<file path="src/owb_pkg.sv">
// owb_pkg: shared types, codes and constants of the one-wire bus master core
// no dependencies; imported by owb_fsm and one_wire_bus_master_core
package owb_pkg;

  // tick counter width and saturation value
  localparam int CNT_W = 12;
  localparam logic [CNT_W-1:0] CNT_MAX = {CNT_W{1'b1}};

  // width of a duration register and of the config index
  localparam int REG_W = 12;
  localparam int IDX_W = 3;

  // compare width covers both the counter and the duration registers
  localparam int CMP_W = (CNT_W > REG_W) ? CNT_W : REG_W;

  // duration register reset values
  localparam logic [REG_W-1:0] RST_RESET_LOW    = REG_W'(500);
  localparam logic [REG_W-1:0] RST_PRES_WAIT    = REG_W'(70);
  localparam logic [REG_W-1:0] RST_RESET_REC    = REG_W'(500);
  localparam logic [REG_W-1:0] RST_WRITE_START  = REG_W'(10);
  localparam logic [REG_W-1:0] RST_WRITE_DATA   = REG_W'(50);
  localparam logic [REG_W-1:0] RST_READ_LOW     = REG_W'(5);
  localparam logic [REG_W-1:0] RST_READ_SAMPLE  = REG_W'(5);
  localparam logic [REG_W-1:0] RST_READ_REC     = REG_W'(50);

  // config register indexes
  typedef enum logic [IDX_W-1:0] {
    REG_RESET_LOW   = 3'd0,
    REG_PRES_WAIT   = 3'd1,
    REG_RESET_REC   = 3'd2,
    REG_WRITE_START = 3'd3,
    REG_WRITE_DATA  = 3'd4,
    REG_READ_LOW    = 3'd5,
    REG_READ_SAMPLE = 3'd6,
    REG_READ_REC    = 3'd7
  } reg_idx_t;

  // commands carried by a tick
  typedef enum logic [1:0] {
    OP_NONE  = 2'd0,
    OP_RESET = 2'd1,
    OP_WRITE = 2'd2,
    OP_READ  = 2'd3
  } opcode_t;

  // sequencer phases
  typedef enum logic [3:0] {
    PH_IDLE     = 4'd0,
    PH_RST_LOW  = 4'd1,
    PH_RST_WAIT = 4'd2,
    PH_RST_REC  = 4'd3,
    PH_W_START  = 4'd4,
    PH_W_DATA   = 4'd5,
    PH_W_GAP    = 4'd6,
    PH_R_LOW    = 4'd7,
    PH_R_WAIT   = 4'd8,
    PH_R_REC    = 4'd9,
    PH_R_GAP    = 4'd10
  } phase_t;

  // all duration registers
  typedef struct packed {
    logic [REG_W-1:0] reset_low_ticks;
    logic [REG_W-1:0] presence_wait_ticks;
    logic [REG_W-1:0] reset_recovery_ticks;
    logic [REG_W-1:0] write_start_ticks;
    logic [REG_W-1:0] write_data_ticks;
    logic [REG_W-1:0] read_low_ticks;
    logic [REG_W-1:0] read_sample_ticks;
    logic [REG_W-1:0] read_recovery_ticks;
  } owb_cfg_t;

  // one result beat
  typedef struct packed {
    logic       pull_low;
    logic       busy_res;
    logic       finished;
    logic       device_present;
    logic [7:0] read_byte;
  } owb_result_t;

endpackage

</file>
<file path="src/owb_fsm.sv">
// owb_fsm: tick sequencer of the one-wire bus master (reset, write and read slots)
// depends on owb_pkg; state advances once per accepted tick
module owb_fsm
  import owb_pkg::*;
(
  input  logic        clk,
  input  logic        rst,
  input  logic        step,
  input  logic [1:0]  opcode,
  input  logic [7:0]  write_byte,
  input  logic        line_level,
  input  owb_cfg_t    cfg,
  output owb_result_t result
);

  phase_t           phase, phase_next;
  logic [CNT_W-1:0] tick_count, tick_count_next;
  logic [2:0]       bit_index, bit_index_next;
  logic [7:0]       shift_byte, shift_byte_next;
  logic             presence_flag, presence_flag_next;
  logic [7:0]       received_byte, received_byte_next;

  logic [CNT_W-1:0] tick_inc;
  logic [REG_W-1:0] len_sel;
  logic             expired;
  logic             fin;
  logic             pull;

  // state registers
  always_ff @(posedge clk) begin
    if (rst) begin
      phase         <= PH_IDLE;
      tick_count    <= '0;
      bit_index     <= '0;
      shift_byte    <= '0;
      presence_flag <= 1'b0;
      received_byte <= '0;
    end else if (step) begin
      phase         <= phase_next;
      tick_count    <= tick_count_next;
      bit_index     <= bit_index_next;
      shift_byte    <= shift_byte_next;
      presence_flag <= presence_flag_next;
      received_byte <= received_byte_next;
    end
  end

  // saturating counter and the duration of the current phase
  always_comb begin
    tick_inc = (tick_count < CNT_MAX) ? tick_count + 1'b1 : tick_count;
    case (phase)
      PH_RST_LOW:  len_sel = cfg.reset_low_ticks;
      PH_RST_WAIT: len_sel = cfg.presence_wait_ticks;
      PH_RST_REC:  len_sel = cfg.reset_recovery_ticks;
      PH_W_START:  len_sel = cfg.write_start_ticks;
      PH_W_DATA:   len_sel = cfg.write_data_ticks;
      PH_R_LOW:    len_sel = cfg.read_low_ticks;
      PH_R_WAIT:   len_sel = cfg.read_sample_ticks;
      PH_R_REC:    len_sel = cfg.read_recovery_ticks;
      default:     len_sel = '0;
    endcase
    expired = (CMP_W'(tick_inc) >= CMP_W'(len_sel)) || (tick_inc == CNT_MAX);
  end

  // next state
  always_comb begin
    phase_next         = phase;
    tick_count_next    = tick_count;
    bit_index_next     = bit_index;
    shift_byte_next    = shift_byte;
    presence_flag_next = presence_flag;
    received_byte_next = received_byte;
    fin                = 1'b0;
    case (phase)
      PH_IDLE: begin
        tick_count_next = '0;
        case (opcode)
          OP_RESET: begin
            phase_next = PH_RST_LOW;
          end
          OP_WRITE: begin
            shift_byte_next = write_byte;
            bit_index_next  = '0;
            phase_next      = PH_W_START;
          end
          OP_READ: begin
            shift_byte_next = '0;
            bit_index_next  = '0;
            phase_next      = PH_R_LOW;
          end
          default: begin
            phase_next = PH_IDLE;
          end
        endcase
      end
      PH_RST_LOW, PH_W_START, PH_W_DATA, PH_R_LOW, PH_RST_REC, PH_R_REC: begin
        tick_count_next = tick_inc;
        if (expired) begin
          tick_count_next = '0;
          case (phase)
            PH_RST_LOW: phase_next = PH_RST_WAIT;
            PH_W_START: phase_next = PH_W_DATA;
            PH_W_DATA:  phase_next = PH_W_GAP;
            PH_R_LOW:   phase_next = PH_R_WAIT;
            PH_R_REC:   phase_next = PH_R_GAP;
            default: begin
              phase_next = PH_IDLE;
              fin        = 1'b1;
            end
          endcase
        end
      end
      PH_RST_WAIT: begin
        tick_count_next = tick_inc;
        if (expired) begin
          presence_flag_next = ~line_level;
          tick_count_next    = '0;
          phase_next         = PH_RST_REC;
        end
      end
      PH_R_WAIT: begin
        tick_count_next = tick_inc;
        if (expired) begin
          shift_byte_next = {line_level, shift_byte[7:1]};
          tick_count_next = '0;
          phase_next      = PH_R_REC;
        end
      end
      PH_W_GAP: begin
        shift_byte_next = {1'b0, shift_byte[7:1]};
        tick_count_next = '0;
        if (bit_index == 3'd7) begin
          bit_index_next = '0;
          phase_next     = PH_IDLE;
          fin            = 1'b1;
        end else begin
          bit_index_next = bit_index + 1'b1;
          phase_next     = PH_W_START;
        end
      end
      PH_R_GAP: begin
        tick_count_next = '0;
        if (bit_index == 3'd7) begin
          bit_index_next     = '0;
          received_byte_next = shift_byte;
          phase_next         = PH_IDLE;
          fin                = 1'b1;
        end else begin
          bit_index_next = bit_index + 1'b1;
          phase_next     = PH_R_LOW;
        end
      end
      default: begin
        tick_count_next = '0;
        phase_next      = PH_IDLE;
      end
    endcase
  end

  // line drive follows the state after this tick
  always_comb begin
    case (phase_next)
      PH_RST_LOW, PH_W_START, PH_R_LOW: pull = 1'b1;
      PH_W_DATA:                        pull = ~shift_byte_next[0];
      default:                          pull = 1'b0;
    endcase
    result.pull_low       = pull;
    result.busy_res       = (phase_next != PH_IDLE);
    result.finished       = fin;
    result.device_present = presence_flag_next;
    result.read_byte      = received_byte_next;
  end

  // sequencing checks
  a_bit_index_idle: assert property (@(posedge clk) disable iff (rst)
    (phase == PH_IDLE) |-> (bit_index == 3'd0))
    else $error("bit index not cleared while idle");
  a_gap_no_count: assert property (@(posedge clk) disable iff (rst)
    (phase == PH_W_GAP || phase == PH_R_GAP) |-> (tick_count == '0))
    else $error("tick counter running in a gap tick");
  a_hold_without_step: assert property (@(posedge clk) disable iff (rst)
    !step |=> $stable(phase) && $stable(tick_count))
    else $error("sequencer moved without an accepted tick");

endmodule

</file>
<file path="src/one_wire_bus_master_core.sv">
// one_wire_bus_master_core: top level of the one-wire bus master
// depends on owb_pkg and owb_fsm
//
// Usage
//   Input channel (in_valid / in_stall): one beat per time-base tick, with
//   opcode (none, reset, write byte, read byte), write_byte and the sampled
//   line_level. Commands arriving while a sequence runs are ignored.
//   Output channel (out_valid / out_stall): one beat per input beat, giving
//   pull_low for the open-drain line, busy_res, a finished pulse, the
//   presence flag of the last reset and the last byte read.
//   Config channel (cfg_valid / cfg_ready, cfg_index, cfg_data): writes one
//   of the eight 12-bit tick-count registers; cfg_ready is always high.
// Timing
//   One input beat per cycle while the skid is empty; its result beat is
//   registered in out_reg (in the skid under out_stall). The sequencer
//   update is a single pass of logic between the state and result registers.
// Reset
//   rst clears the sequencer to idle, the presence flag and read byte to
//   zero, loads the default tick counts and empties the output registers.
// Stall
//   While out_stall holds a result, one more input beat is still taken into a
//   one-beat skid register; in_stall rises only while the skid is full.
module one_wire_bus_master_core
  import owb_pkg::*;
(
  input  logic             clk,
  input  logic             rst,
  // input channel
  input  logic             in_valid,
  output logic             in_stall,
  input  logic [1:0]       opcode,
  input  logic [7:0]       write_byte,
  input  logic             line_level,
  // output channel
  output logic             out_valid,
  input  logic             out_stall,
  output logic             pull_low,
  output logic             busy_res,
  output logic             finished,
  output logic             device_present,
  output logic [7:0]       read_byte,
  // config channel
  input  logic             cfg_valid,
  output logic             cfg_ready,
  input  logic [IDX_W-1:0] cfg_index,
  input  logic [REG_W-1:0] cfg_data
);

  owb_cfg_t    cfg;
  owb_result_t res_new;
  owb_result_t out_reg;
  owb_result_t skid_reg;
  logic        skid_valid;
  logic        in_fire;
  logic        out_fire;

  assign cfg_ready = 1'b1;
  assign in_stall  = skid_valid;
  assign in_fire   = in_valid && !skid_valid;
  assign out_fire  = out_valid && !out_stall;

  // duration registers
  always_ff @(posedge clk) begin
    if (rst) begin
      cfg.reset_low_ticks      <= RST_RESET_LOW;
      cfg.presence_wait_ticks  <= RST_PRES_WAIT;
      cfg.reset_recovery_ticks <= RST_RESET_REC;
      cfg.write_start_ticks    <= RST_WRITE_START;
      cfg.write_data_ticks     <= RST_WRITE_DATA;
      cfg.read_low_ticks       <= RST_READ_LOW;
      cfg.read_sample_ticks    <= RST_READ_SAMPLE;
      cfg.read_recovery_ticks  <= RST_READ_REC;
    end else if (cfg_valid && cfg_ready) begin
      case (reg_idx_t'(cfg_index))
        REG_RESET_LOW:   cfg.reset_low_ticks      <= cfg_data;
        REG_PRES_WAIT:   cfg.presence_wait_ticks  <= cfg_data;
        REG_RESET_REC:   cfg.reset_recovery_ticks <= cfg_data;
        REG_WRITE_START: cfg.write_start_ticks    <= cfg_data;
        REG_WRITE_DATA:  cfg.write_data_ticks     <= cfg_data;
        REG_READ_LOW:    cfg.read_low_ticks       <= cfg_data;
        REG_READ_SAMPLE: cfg.read_sample_ticks    <= cfg_data;
        REG_READ_REC:    cfg.read_recovery_ticks  <= cfg_data;
        default: begin
        end
      endcase
    end
  end

  // sequencer
  owb_fsm u_fsm (
    .clk        (clk),
    .rst        (rst),
    .step       (in_fire),
    .opcode     (opcode),
    .write_byte (write_byte),
    .line_level (line_level),
    .cfg        (cfg),
    .result     (res_new)
  );

  // output register with one-beat skid
  always_ff @(posedge clk) begin
    if (rst) begin
      out_valid  <= 1'b0;
      skid_valid <= 1'b0;
    end else if (skid_valid) begin
      if (out_fire) begin
        out_reg    <= skid_reg;
        skid_valid <= 1'b0;
      end
    end else if (in_fire) begin
      if (!out_valid || out_fire) begin
        out_reg   <= res_new;
        out_valid <= 1'b1;
      end else begin
        skid_reg   <= res_new;
        skid_valid <= 1'b1;
      end
    end else if (out_fire) begin
      out_valid <= 1'b0;
    end
  end

  assign pull_low       = out_reg.pull_low;
  assign busy_res       = out_reg.busy_res;
  assign finished       = out_reg.finished;
  assign device_present = out_reg.device_present;
  assign read_byte      = out_reg.read_byte;

  // buffer and result checks
  a_skid_needs_out: assert property (@(posedge clk) disable iff (rst)
    skid_valid |-> out_valid)
    else $error("skid holds a beat while the output register is empty");
  a_skid_fill: assert property (@(posedge clk) disable iff (rst)
    (in_fire && out_valid && out_stall) |=> skid_valid)
    else $error("beat accepted under stall was not kept in the skid");
  a_fin_not_busy: assert property (@(posedge clk) disable iff (rst)
    (out_valid && finished) |-> !busy_res)
    else $error("finished pulse while still busy");
  a_pull_busy: assert property (@(posedge clk) disable iff (rst)
    (out_valid && pull_low) |-> busy_res)
    else $error("line driven low while idle");

endmodule
</file>
<file path="config.mk">
export PLATFORM = sky130hd
export DESIGN_NAME = one_wire_bus_master_core
export DESIGN_NICKNAME = d
export VERILOG_FILES = /design/src/owb_pkg.sv /design/src/owb_fsm.sv /design/src/one_wire_bus_master_core.sv
export SDC_FILE = /design/constraint.sdc
export NUM_CORES = 1
export LEC_CHECK = 0
export ABC_CLOCK_PERIOD_IN_PS = 4200
export BUFFER_PORTS_ARGS = -buffer_cell sky130_fd_sc_hd__buf_2
export CAP_MARGIN = 20
export CELL_PAD_IN_SITES_DETAIL_PLACEMENT = 1
export CELL_PAD_IN_SITES_GLOBAL_PLACEMENT = 1
export CORE_UTILIZATION = 43
export CTS_BUF_LIST = sky130_fd_sc_hd__clkbuf_4
export DETAILED_ROUTE_END_ITERATION = 16
export PLACE_DENSITY_LB_ADDON = 0.1
export SLEW_MARGIN = 20
export SYNTH_ARGS = -nofsm -noshare
export SYNTH_HDL_FRONTEND = slang
export SYNTH_SLANG_ARGS = --single-unit
</file>
<file path="constraint.sdc">
create_clock -name clk -period 4.2 [get_ports clk]
set_clock_uncertainty 0.2 [all_clocks]
set_input_delay 0.63 -clock clk [delete_from_list [all_inputs] [get_ports clk]]
set_output_delay 0.63 -clock clk [all_outputs]
set_load 0.005 [all_outputs]
</file>
# == Word level (Yosys, flattened, before mapping) ==
# Index checks and enable logic that the tools add are counted.
# op_classes
add_sub_neg,2
order_cmp,2
eq_ne,31
mux,38
n_bitwise,5
n_reduce_logical,34
# ops
operator,n
case mux 12 bit (8 select lines),1
two-way mux 12 bit,7
== test 4 x 3 -> 1 bit (second input constant),7
two-way mux 8 bit,3
case mux 4 bit (6 select lines),1
case mux 8 bit (3 select lines),1
case mux 4 bit (5 select lines),1
case mux 8 bit (2 select lines),1
AND reduction 2 bit,8
== test 3 bit (second input constant),5
adder 12 x 1 -> 12 bit (second input constant),1
== test 12 bit (second input constant),1
== test 4 bit (second input constant),3
greater-or-equal comparator 12 bit,1
less-than comparator 12 bit (second input constant),1
two-way mux 1 bit,12
two-way mux 3 bit,4
two-way mux 4 bit,3
AND reduction 4 bit,3
case mux 3 bit (3 select lines),1
== test 4 x 1 -> 1 bit (second input constant),2
== test 4 x 2 -> 1 bit (second input constant),2
nonzero test 2 bit,4
OR reduction 8 bit,1
other kinds (23),38
# totals
reg_bits,158
inputBits,31
output_inout_bits,15
elab_cells,139

# == Longest topological paths before layout ==
# Gate-level depths: netlist of run 1.
# depth
depth_word,12
depth_mapped,18
ltp_nobuf,14

# == Modules after synthesis ==
# A second synthesis of run 1 with hierarchy kept.
# unflattened
hier_cells,821
hier_area_um2,7933.9
# modules_own_cells
module,instances,cells_each,area_per_inst_um2,seq_area_each_um2
one_wire_bus_master_core,1,401,4749.6,2682.6
owb_fsm,1,420,3184.3,720.7

# == Worst setup path before layout of run 1 ==
# Ideal clock, no wire load.
# synth_path
path_type,register -> register
start,register u_fsm.phase[1]
end,register out_reg (netlist bit busy_res) (data pin)
setup_ns,0.260
arrival_ns,4.059
required_time_ns,3.740
setup_slack_ns,-0.319
path_stages_with_launch,18
n_path_buf,3
synth_period_minus_slack_ns,4.519
path_cell_list,dfxtp_1 -> clkbuf_1 -> clkbuf_1 -> nand2_1 -> nor3_1 -> clkbuf_1 -> a22o_1 -> a221oi_1 -> and3_1 -> ha_1 -> a21o_1 -> a21oi_1 -> nor2b_1 -> nor4_2 -> o21ai_1 -> mux2_1 -> a2111o_1 -> mux2_2
# synth_rtl
item,line,rtl
start: declaration,owb_fsm.sv:16,"phase_t phase, phase_next;"
start signal: assignment,owb_fsm.sv:39,phase <= phase_next;
end signal: assignment,one_wire_bus_master_core.sv:108,out_reg <= skid_reg;
end signal: assignment,one_wire_bus_master_core.sv:113,out_reg <= res_new;
end: declaration,one_wire_bus_master_core.sv:51,owb_result_t out_reg;

==> reports/qor.yml, run 1 <==
die:
  core_um2: 17240
  die_w_um: 134.8
  die_area_um2: 18180
  ios: 46
  start_util: 0.4401
  core.rowCount: 48
  die_h_um: 134.8
cts:
  clockRootBuffer: "clkbuf_4"
  htreeDepth: 4
  numCtsBuffers: 17
  ctsLongestPathBuffers: 2
  cts.sinks: 158
  insertion_delay_ps: 580
  path_clk_slew_ps: 150
  cts_tree: "built"
placed_design:
  placed_area_um2: 8224
  dp_hpwl_um: 16980
  finalWeightedCongestion: 0.8781
  dpl_worst_slack_ps: -84.73
  io_buffers: 44
timing:
  drv_slew: 0
  rsz0062_at_grt: "yes"
  hold_violations: 0
  setup-tns-final_ps: 0
  fmax_ghz: 0.2445
  relSlewSlack: 0.3074
  whs_ps: 154.1
  fin_crit_sh: 0.9739
  setup_ws_ps: 109.4
  period_needed_ps: 4091
  setup_viol: 0
  worst-slew-pin-transition_ps: 1035
finish:
  syn2layout_area_growth_pct: 14.20
  nFillCells: 2073
  largest_reg_flops: 96
  layout.nets: 993
  final_core_util: 0.5026
  final_cell_area_um2: 8663
  drive_gt1_frac: 0.1948
global_route:
  grt_max_degree: 87
  antenna_found_initial: 1
  grt_pass1_wl_um: 38830
  grt_usage: 0.2774
  grt_overflow_total: 0
  grt_pass1_vias: 7208
synth:
  synthCells: 905
  ys_seq_area_frac: 0.4486
  synth_cell_type_count: 66
  ys_warn_count: 0
  syn_nets: 951
  syn-cell-area_um2: 7586
  synthFlopType: "dfxtp_1"
  async_reset_ff_frac: 0
  synth_edf_count: 24
  syn_avg_cell_area_um2: 8.382
  ys_ff_latch: 158
setup_path:
  critPathCapture: "busy_res"
  r2r_setup_slack_ps: 110
  cp_num_cells: 16
  crit_path_end_kind: "flop"
  crit_path_start_kind: "flop"
  slowest_delay_ps: 420
  cp_data_arrival_time_ps: 4230
  cp_cell_sequence: "nand2b_4 > nor2_1 > buf_4 > buf_4 > a22oi_1 > and4_1 > ha_1 > o21ai_0 > a2111oi_4 > nor4_4 > buf_4 > o21a_1 > buf_4 > a31o_1 > a2111o_1 > mux2_2"
  required_ps: 4340
  cpLargestDelayFamily: "compound AO/OA/AOI/OAI gates"
  startpoint: "u_fsm.phase[3]"
  cp_common_cell: "buf_4"
  regToRegEndpoint: "busy_res"
  reg2reg_depth: 16
  crit_buf_inv: 4
  crit_type: "flop to flop"
  cp_slowest_cell: "a2111oi_4"
  path_max_fanout: 8
  rr_startpoint: "u_fsm.phase[3]"
route:
  wl_um: 23950
  ant_nets: 0
  vias: 6898
  first_pass_iters: 5
  drt-wirelength-per-cell_um: 20.19
  drt_iter0_markers: 395
  drc: 0
  via_per_inst: 5.816
worst_hold_path:
  hold_path_class: "input port to flop"
power:
  leakagePower_uw: 0.003221
  peakVddDrop_mv: 0.2319
  cellPowerDensity_nw_per_um2: 376.0
flow_run:
  cap_violations: 0
run_status:
  status: "completed"
area by class of cell:
class	count	area, µm²	area share
diodes	1	2.502	0.0002889
clock buffers	17	127.6	0.01473
clock inverters	15	185.2	0.02137
inverters	7	26.28	0.003033
multi-input cells	660	3940	0.4548
flip-flops and latches	158	3418	0.3946
well taps	225	281.5	0.03250
repair buffers	103	681.9	0.07871
routing by layer:
layer,global-route usage,vias to the layer above,part of all wire
met4,0.1092,0,0.025
met5,0,-,0
met1,0.3544,3419,0.45
li1,-,3287,-
met2,0.4737,148,0.49
met3,0.03679,44,0.030
cells in the final DEF (no fill, tap or decap), drive strengths merged, types with 10 or more instances in the layout:
master and instances:
a221oi 10, a211oi 14, nor2b 10, nand4 11, dfxtp 134, a22oi 42
inv 11, nand3b 28, clkbuf 17, buf 103, nand2b 10, and3 13
a22o 10, mux2 23, nor2 62, ha 15, nand3 10, a21oi 92
edfxtp 24, nor3 23, nand2 217
how the worst min path moves through the flow:
stage	cells after the start	slack [ps]	endpoint	start
4_1_cts	3	110	cfg[30]	cfg_data[6]
3_3_place_gp	2	240	cfg[21]	cfg[21]
6_report	3	150	cfg[53]	cfg_data[5]
3_5_place_dp	2	250	cfg[53]	cfg[53]
5_1_grt	3	140	cfg[6]	cfg_data[6]
2_1_floorplan	2	240	cfg[13]	cfg[13]
repair_timing:
| action | in CTS | in global routing |
|---|---|---|
| pin swaps | 0 | 0 |
| buffers inserted | 0 | 3 |
| resized for setup | 11 | 14 |
| hold buffers | 0 | 0 |
| endpoints found under the setup margin | 8 | 6 |
Yosys cell counts, types with 12 or more instances:
library cell | instances | share of area
ha_1 | 15 | 0.025
nor2_1 | 62 | 0.031
a22oi_1 | 42 | 0.042
a211oi_1 | 12 | 0.012
and3_1 | 13 | 0.011
a21oi_1 | 92 | 0.061
mux2_2 | 20 | 0.030
clkbuf_1 | 58 | 0.029
edfxtp_1 | 24 | 0.095
dfxtp_1 | 134 | 0.35
nand2_1 | 217 | 0.11
nor3_1 | 23 | 0.015
nand3b_1 | 28 | 0.028
per-stage QoR:
| stage | std cells | total power [µW] |
|---|---|---|
| after floorplan | 905 | 2019 |
| after global placement | 1149 | 2202 |
| after detailed placement | 1150 | 2225 |
| after CTS | 1182 | 3254 |
| after global routing | 1186 | 3395 |
| final | 1186 | 3258 |
worst min-delay path, stage by stage:
cell and delay (ps):
buf_2 150, nand2_1 70, a21oi_1 50
report_power, final:
group	internal, µW	switching, µW	total (µW)	leakage, µW
logic	243	348	590	0.00175
clock network	421	607	1030	0.000157
registers	1600	41.4	1640	0.00132
total	2260	997	3260	0.00322
logic make-up after synthesis:
group	count (synthesis)	share of synthesized area
AOI/OAI and AO/OA	217	0.1941
other	1	0.0004943
buffers and inverters	87	0.04767
and+or+nand+nor	397	0.2415
adders and majority gates	15	0.02474
DFF	158	0.4486
xor gates and xnor gates	6	0.006927
muxes	24	0.03596
Note: power is estimated with default switching activity, not from simulation.
==> run 2: changes to the inputs <==
ABC_CLOCK_PERIOD_IN_PS = 3500   (was 4200)
clock period = 3.5 ns   (was 4.2 ns; I/O delays follow)
==> reports/qor.yml, run 2 (same netlist as run 1, synthesis figures left out) <==
timing:
  drv_slew: 0  # unchanged
  whs_ps: 38.37  # -115.8 ps
  fmax_ghz: 0.2461  # +0.69%
  relSlewSlack: 0.2780  # -0.02935
  worst-slew-pin-transition_ps: 1079  # +43.86 ps
  setup_ws_ps: -562.7  # -672.1 ps
  rsz0062_at_grt: "yes"
  hold_violations: 0  # unchanged
  fin_crit_sh: 1.161  # +0.1868
  setup_viol: 30  # +30
  period_needed_ps: 4063  # -27.89 ps
cts:
  insertion_delay_ps: 590  # about the same
  htreeDepth: 4  # unchanged
  cts_tree: "built"
  ctsHoldBuffers: 0  # unchanged
  ctsLongestPathBuffers: 2  # unchanged
  path_clk_slew_ps: 150  # about the same
  clockRootBuffer: "clkbuf_4"
  cts.sinks: 158  # unchanged
  numCtsBuffers: 17  # unchanged
setup_path:
  crit_path_start_kind: "flop"
  r2r_setup_slack_ps: -560  # -670 ps
  crit_type: "flop to flop"
  crit_path_end_kind: "flop"
  required_ps: 3660  # -680 ps
  path_max_fanout: 6  # -2
  cp_data_arrival_time_ps: 4220  # about the same
finish:
  fin_cells: 1243  # +4.8%
  final_common_cell: "nand2_1"
  final_core_util: 0.5661  # +0.06344
  final_cell_mix: "nand2_1, dfxtp_1, buf_4"
  drive_gt1_frac: 0.3048  # +0.1100
  syn2layout_area_growth_pct: 28.62
  largest_reg_flops: 96  # unchanged
  layout.nets: 1050  # +5.7%
  nFillCells: 1998  # -3.6%
  final_cell_area_um2: 9757  # +13%
route:
  first_pass_iters: 5  # unchanged
  wl_um: 27580  # +15%
  drt-wirelength-per-cell_um: 22.18  # +9.9%
  vias: 7442  # +7.9%
  drt_iter0_markers: 472  # +19%
  drc: 0  # unchanged
  via_per_inst: 5.987  # +2.9%
  ant_nets: 0  # unchanged
global_route:
  grt_usage: 0.3159  # +0.03846
  grt_pass1_wl_um: 43600  # +12%
  antenna_found_initial: 1  # unchanged
  grt_overflow_total: 0  # unchanged
  grt_pass1_vias: 7912  # +9.8%
  grt_max_degree: 76  # -13%
flow_run:
  cap_violations: 0  # unchanged
die:
  die_area_um2: 18180  # unchanged
  die_w_um: 134.8  # unchanged
  ios: 46  # unchanged
  core_um2: 17240  # unchanged
  core.rowCount: 48  # unchanged
  die_h_um: 134.8  # unchanged
  start_util: 0.4401  # unchanged
power:
  peakVddDrop_mv: 0.2256  # -2.7%
  cellPowerDensity_nw_per_um2: 445.9  # +19%
  leakagePower_uw: 0.003645  # +13%
run_status:
  violations: "negative setup slack"
  status: "finished with violations"
placed_design:
  dp_hpwl_um: 18670  # +9.9%
  io_buffers: 44  # unchanged
  finalWeightedCongestion: 0.8948  # +1.9%
  place_inst: 1186  # +3.1%
  placed_area_um2: 8615  # +4.7%
worst_hold_path:
  hold_path_class: "input port to flop"
run 2: metrics by stage:
stage | total power (µW) | setup slack, ps | setup TNS [ps]
2_1_floorplan | 2504 | -477.3 | -1689
3_3_place_gp | 2733 | -556.1 | -8397
3_5_place_dp | 2778 | -713.5 | -12020
4_1_cts | 4294 | -440.8 | -5499
5_1_grt | 4506 | -663.3 | -10990
6_report | 4351 | -562.7 | -7048
run 2: final cells by class:
class	instances	area, µm²	area share
Sequential cell	158	3410	0.3494
Clock inverter	13	212.7	0.02180
Inverter	7	26.28	0.002693
Timing Repair Buffer	160	1221	0.1252
Multi-Input combinational cell	660	4461	0.4572
Tap cell	225	281.5	0.02885
Clock buffer	19	142.6	0.01462
Antenna cell	1	2.502	0.0002565
run 2: what timing repair did:
item | CTS | global route
setup endpoints to repair | 33 | 33
gates resized for setup | 91 | 35
pin swaps | 36 | 24
gates cloned | 1 | 0
endpoints found under the hold margin | 0 | 0
setup buffers | 24 | 5
run 2: final timing paths:
check,cells after the start,endpoint,startpoint
min,3,cfg[69],cfg_data[9]
max,16,busy_res,u_fsm.phase[3]
max reg2reg,16,busy_res,u_fsm.phase[3]
min reg2reg,2,cfg[27],cfg[27]
run 2: worst max-delay path: stages, from the launching register on:
cell and delay (ps):
dfxtp_2 370, buf_6 130, nand2b_4 170, nor3_4 250, buf_6 170, a22o_1 160, a221oi_2 50, and3_1 210
ha_4 270, nand4_1 150, a2111oi_4 430, nor4_4 80, buf_4 150, o21a_4 130, a31o_1 240, a2111o_1 400
mux2_2 270
run 2: layer usage:
metal,routed length [µm],GRT usage
met5,0,0
met4,694,0.1348
met3,1095,0.04992
met2,14190,0.5513
met1,11600,0.3849
run 2: power by group:
part	leakage, µW	internal (µW)	switching [µW]
clock network	0.000185	660	708
registers	0.00132	1920	49.5
logic	0.00214	447	568
==> run 3: changes to the inputs <==
GPL_TIMING_DRIVEN = 0   (was default)
MAX_ROUTING_LAYER = met4   (was default)
SKIP_CTS_REPAIR_TIMING = 1   (was default)
==> reports/qor.yml, run 3 (same netlist as run 1, synthesis figures left out) <==
die:
  die_area_um2: 18180  # unchanged
  die_w_um: 134.8  # unchanged
  die_h_um: 134.8  # unchanged
  start_util: 0.4401  # unchanged
  core.rowCount: 48  # unchanged
  core_um2: 17240  # unchanged
  ios: 46  # unchanged
cts:
  path_clk_slew_ps: 140  # about the same
  cts.sinks: 158  # unchanged
  cts_tree: "built"
  insertion_delay_ps: 600  # about the same
  numCtsBuffers: 17  # unchanged
  clockRootBuffer: "clkbuf_4"
  htreeDepth: 4  # unchanged
  ctsLongestPathBuffers: 2  # unchanged
global_route:
  grt_pass1_wl_um: 40430  # -7.3%
  grt_max_degree: 17  # -78%
  grt_usage: 0.3059  # -0.009958
  antenna_found_initial: 0  # -1
  grt_pass1_vias: 7255  # -8.3%
  grt_overflow_total: 0  # unchanged
finish:
  final_cell_mix: "nand2_1, dfxtp_1, a21oi_1"
  final_cell_area_um2: 9470  # -2.9%
  antenna_cells: 0  # -1
  final_common_cell: "nand2_1"
  nFillCells: 2026  # +1.4%
  syn2layout_area_growth_pct: 24.84
  fin_cells: 1242  # -0.080%
  drive_gt1_frac: 0.2439  # -0.06096
  layout.nets: 1050  # unchanged
  largest_reg_flops: 96  # unchanged
placed_design:
  dpl_worst_slack_ps: -1475  # -761.0 ps
  place_inst: 1161  # -2.1%
  io_buffers: 29  # -34%
  placed_area_um2: 8300  # -3.6%
  dp_hpwl_um: 18920  # +1.4%
  finalWeightedCongestion: 0.8989  # +0.46%
run_status:
  status: "finished with violations"
  violations: "negative setup slack"
timing:
  rsz0062_at_grt: "yes"
  fin_crit_sh: 1.227  # +0.06659
  drv_slew: 0  # unchanged
  period_needed_ps: 4296  # +233.1 ps
  setup_viol: 33  # +10%
  hold_violations: 0  # unchanged
  fmax_ghz: 0.2328  # -5.4%
  relSlewSlack: 0.4022  # +0.1241
  worst-slew-pin-transition_ps: 896.8  # -182.2 ps
  setup_ws_ps: -795.7  # -233.1 ps
setup_path:
  path_max_fanout: 7  # +1
  cp_data_arrival_time_ps: 4450  # +230 ps
  crit_path_start_kind: "flop"
  reg2reg_depth: 17  # +1
  required_ps: 3650  # about the same
  crit_path_end_kind: "flop"
  crit_type: "flop to flop"
route:
  drt-wirelength-per-cell_um: 22.91  # +3.3%
  via_per_inst: 5.969  # -0.31%
  wl_um: 28450  # +3.2%
  first_pass_iters: 5  # unchanged
  drt_iter0_markers: 510  # +8.1%
  drc: 0  # unchanged
  ant_nets: 0  # unchanged
  vias: 7413  # -0.39%
worst_hold_path:
  hold_path_class: "input port to flop"
  whs_path_depth: 3  # unchanged
power:
  leakagePower_uw: 0.003435  # -5.8%
  cellPowerDensity_nw_per_um2: 433.6  # -2.8%
  peakVddDrop_mv: 0.2547  # +13%
flow_run:
  cap_violations: 0  # unchanged
run 3: cell count changes in the layout (fill, tap and decap cells not counted), sizes merged:
cell      before  now
buf          160  107
clkbuf        19   70
diode          1    0
clkinvlp       2    6
bufinv         5    1
clkinv         4    6
run 3: per-stage QoR:
step	util	total power (µW)	TNS, ps	hold WS [ps]
global route	0.5494	4253	-16860	16.76
finish	0.5494	4107	-12870	37.16
detailed placement	0.4816	2734	-31090	248.5
floorplan	-	2504	-1689	236.0
CTS	0.4970	3794	-31540	16.28
global placement	0.4800	2704	-28440	241.3
run 3: area by class of cell:
type / count / area (µm²) / share of cell area
multi-input cells: 660 / 4358 / 0.4602
clock buffers: 17 / 127.6 / 0.01348
well taps: 225 / 281.5 / 0.02973
clock inverters: 15 / 138.9 / 0.01467
plain buffers: 78 / 480.5 / 0.05073
inverters: 7 / 30.03 / 0.003171
flip-flops and latches: 158 / 3413 / 0.3604
repair buffers: 82 / 640.6 / 0.06764
run 3: final timing paths:
path,to,slack (ps),start
setup / recovery,busy_res,-800,u_fsm.phase[1]
hold / removal,cfg[39],40,cfg_data[3]
setup reg to reg,busy_res,-800,u_fsm.phase[1]
hold reg to reg,cfg[95],270,cfg[95]
run 3: critical path, stage by stage (launching register included):
cell        delay (ps)
dfxtp_2            370
buf_8              120
clkinvlp_4         160
nand2_4            160
nor2_4              50
buf_6              140
a22oi_2            170
nand4_1            260
ha_1               380
nand2b_4           150
a2111oi_4          400
a2111oi_4           90
nor4_4             170
buf_6              170
o21ai_4             70
mux2_4             310
a2111o_1           410
mux2_4             280
run 3: power breakdown:
group / switching, µW / internal [µW] / leakage, µW
Sequential: 48.0 / 1920 / 0.00132
Clock: 734 / 358 / 0.000128
Combinational: 574 / 475 / 0.00199
run 3: per-layer routing:
metal	routed length, µm	vias up	global-route usage	share of wire
li1	-	3413	-	-
met1	11880	3724	0.3718	0.42
met2	14590	223	0.5103	0.51
met5	0	-	-	0
met3	1220	53	0.04805	0.043
met4	756	0	0.1161	0.027
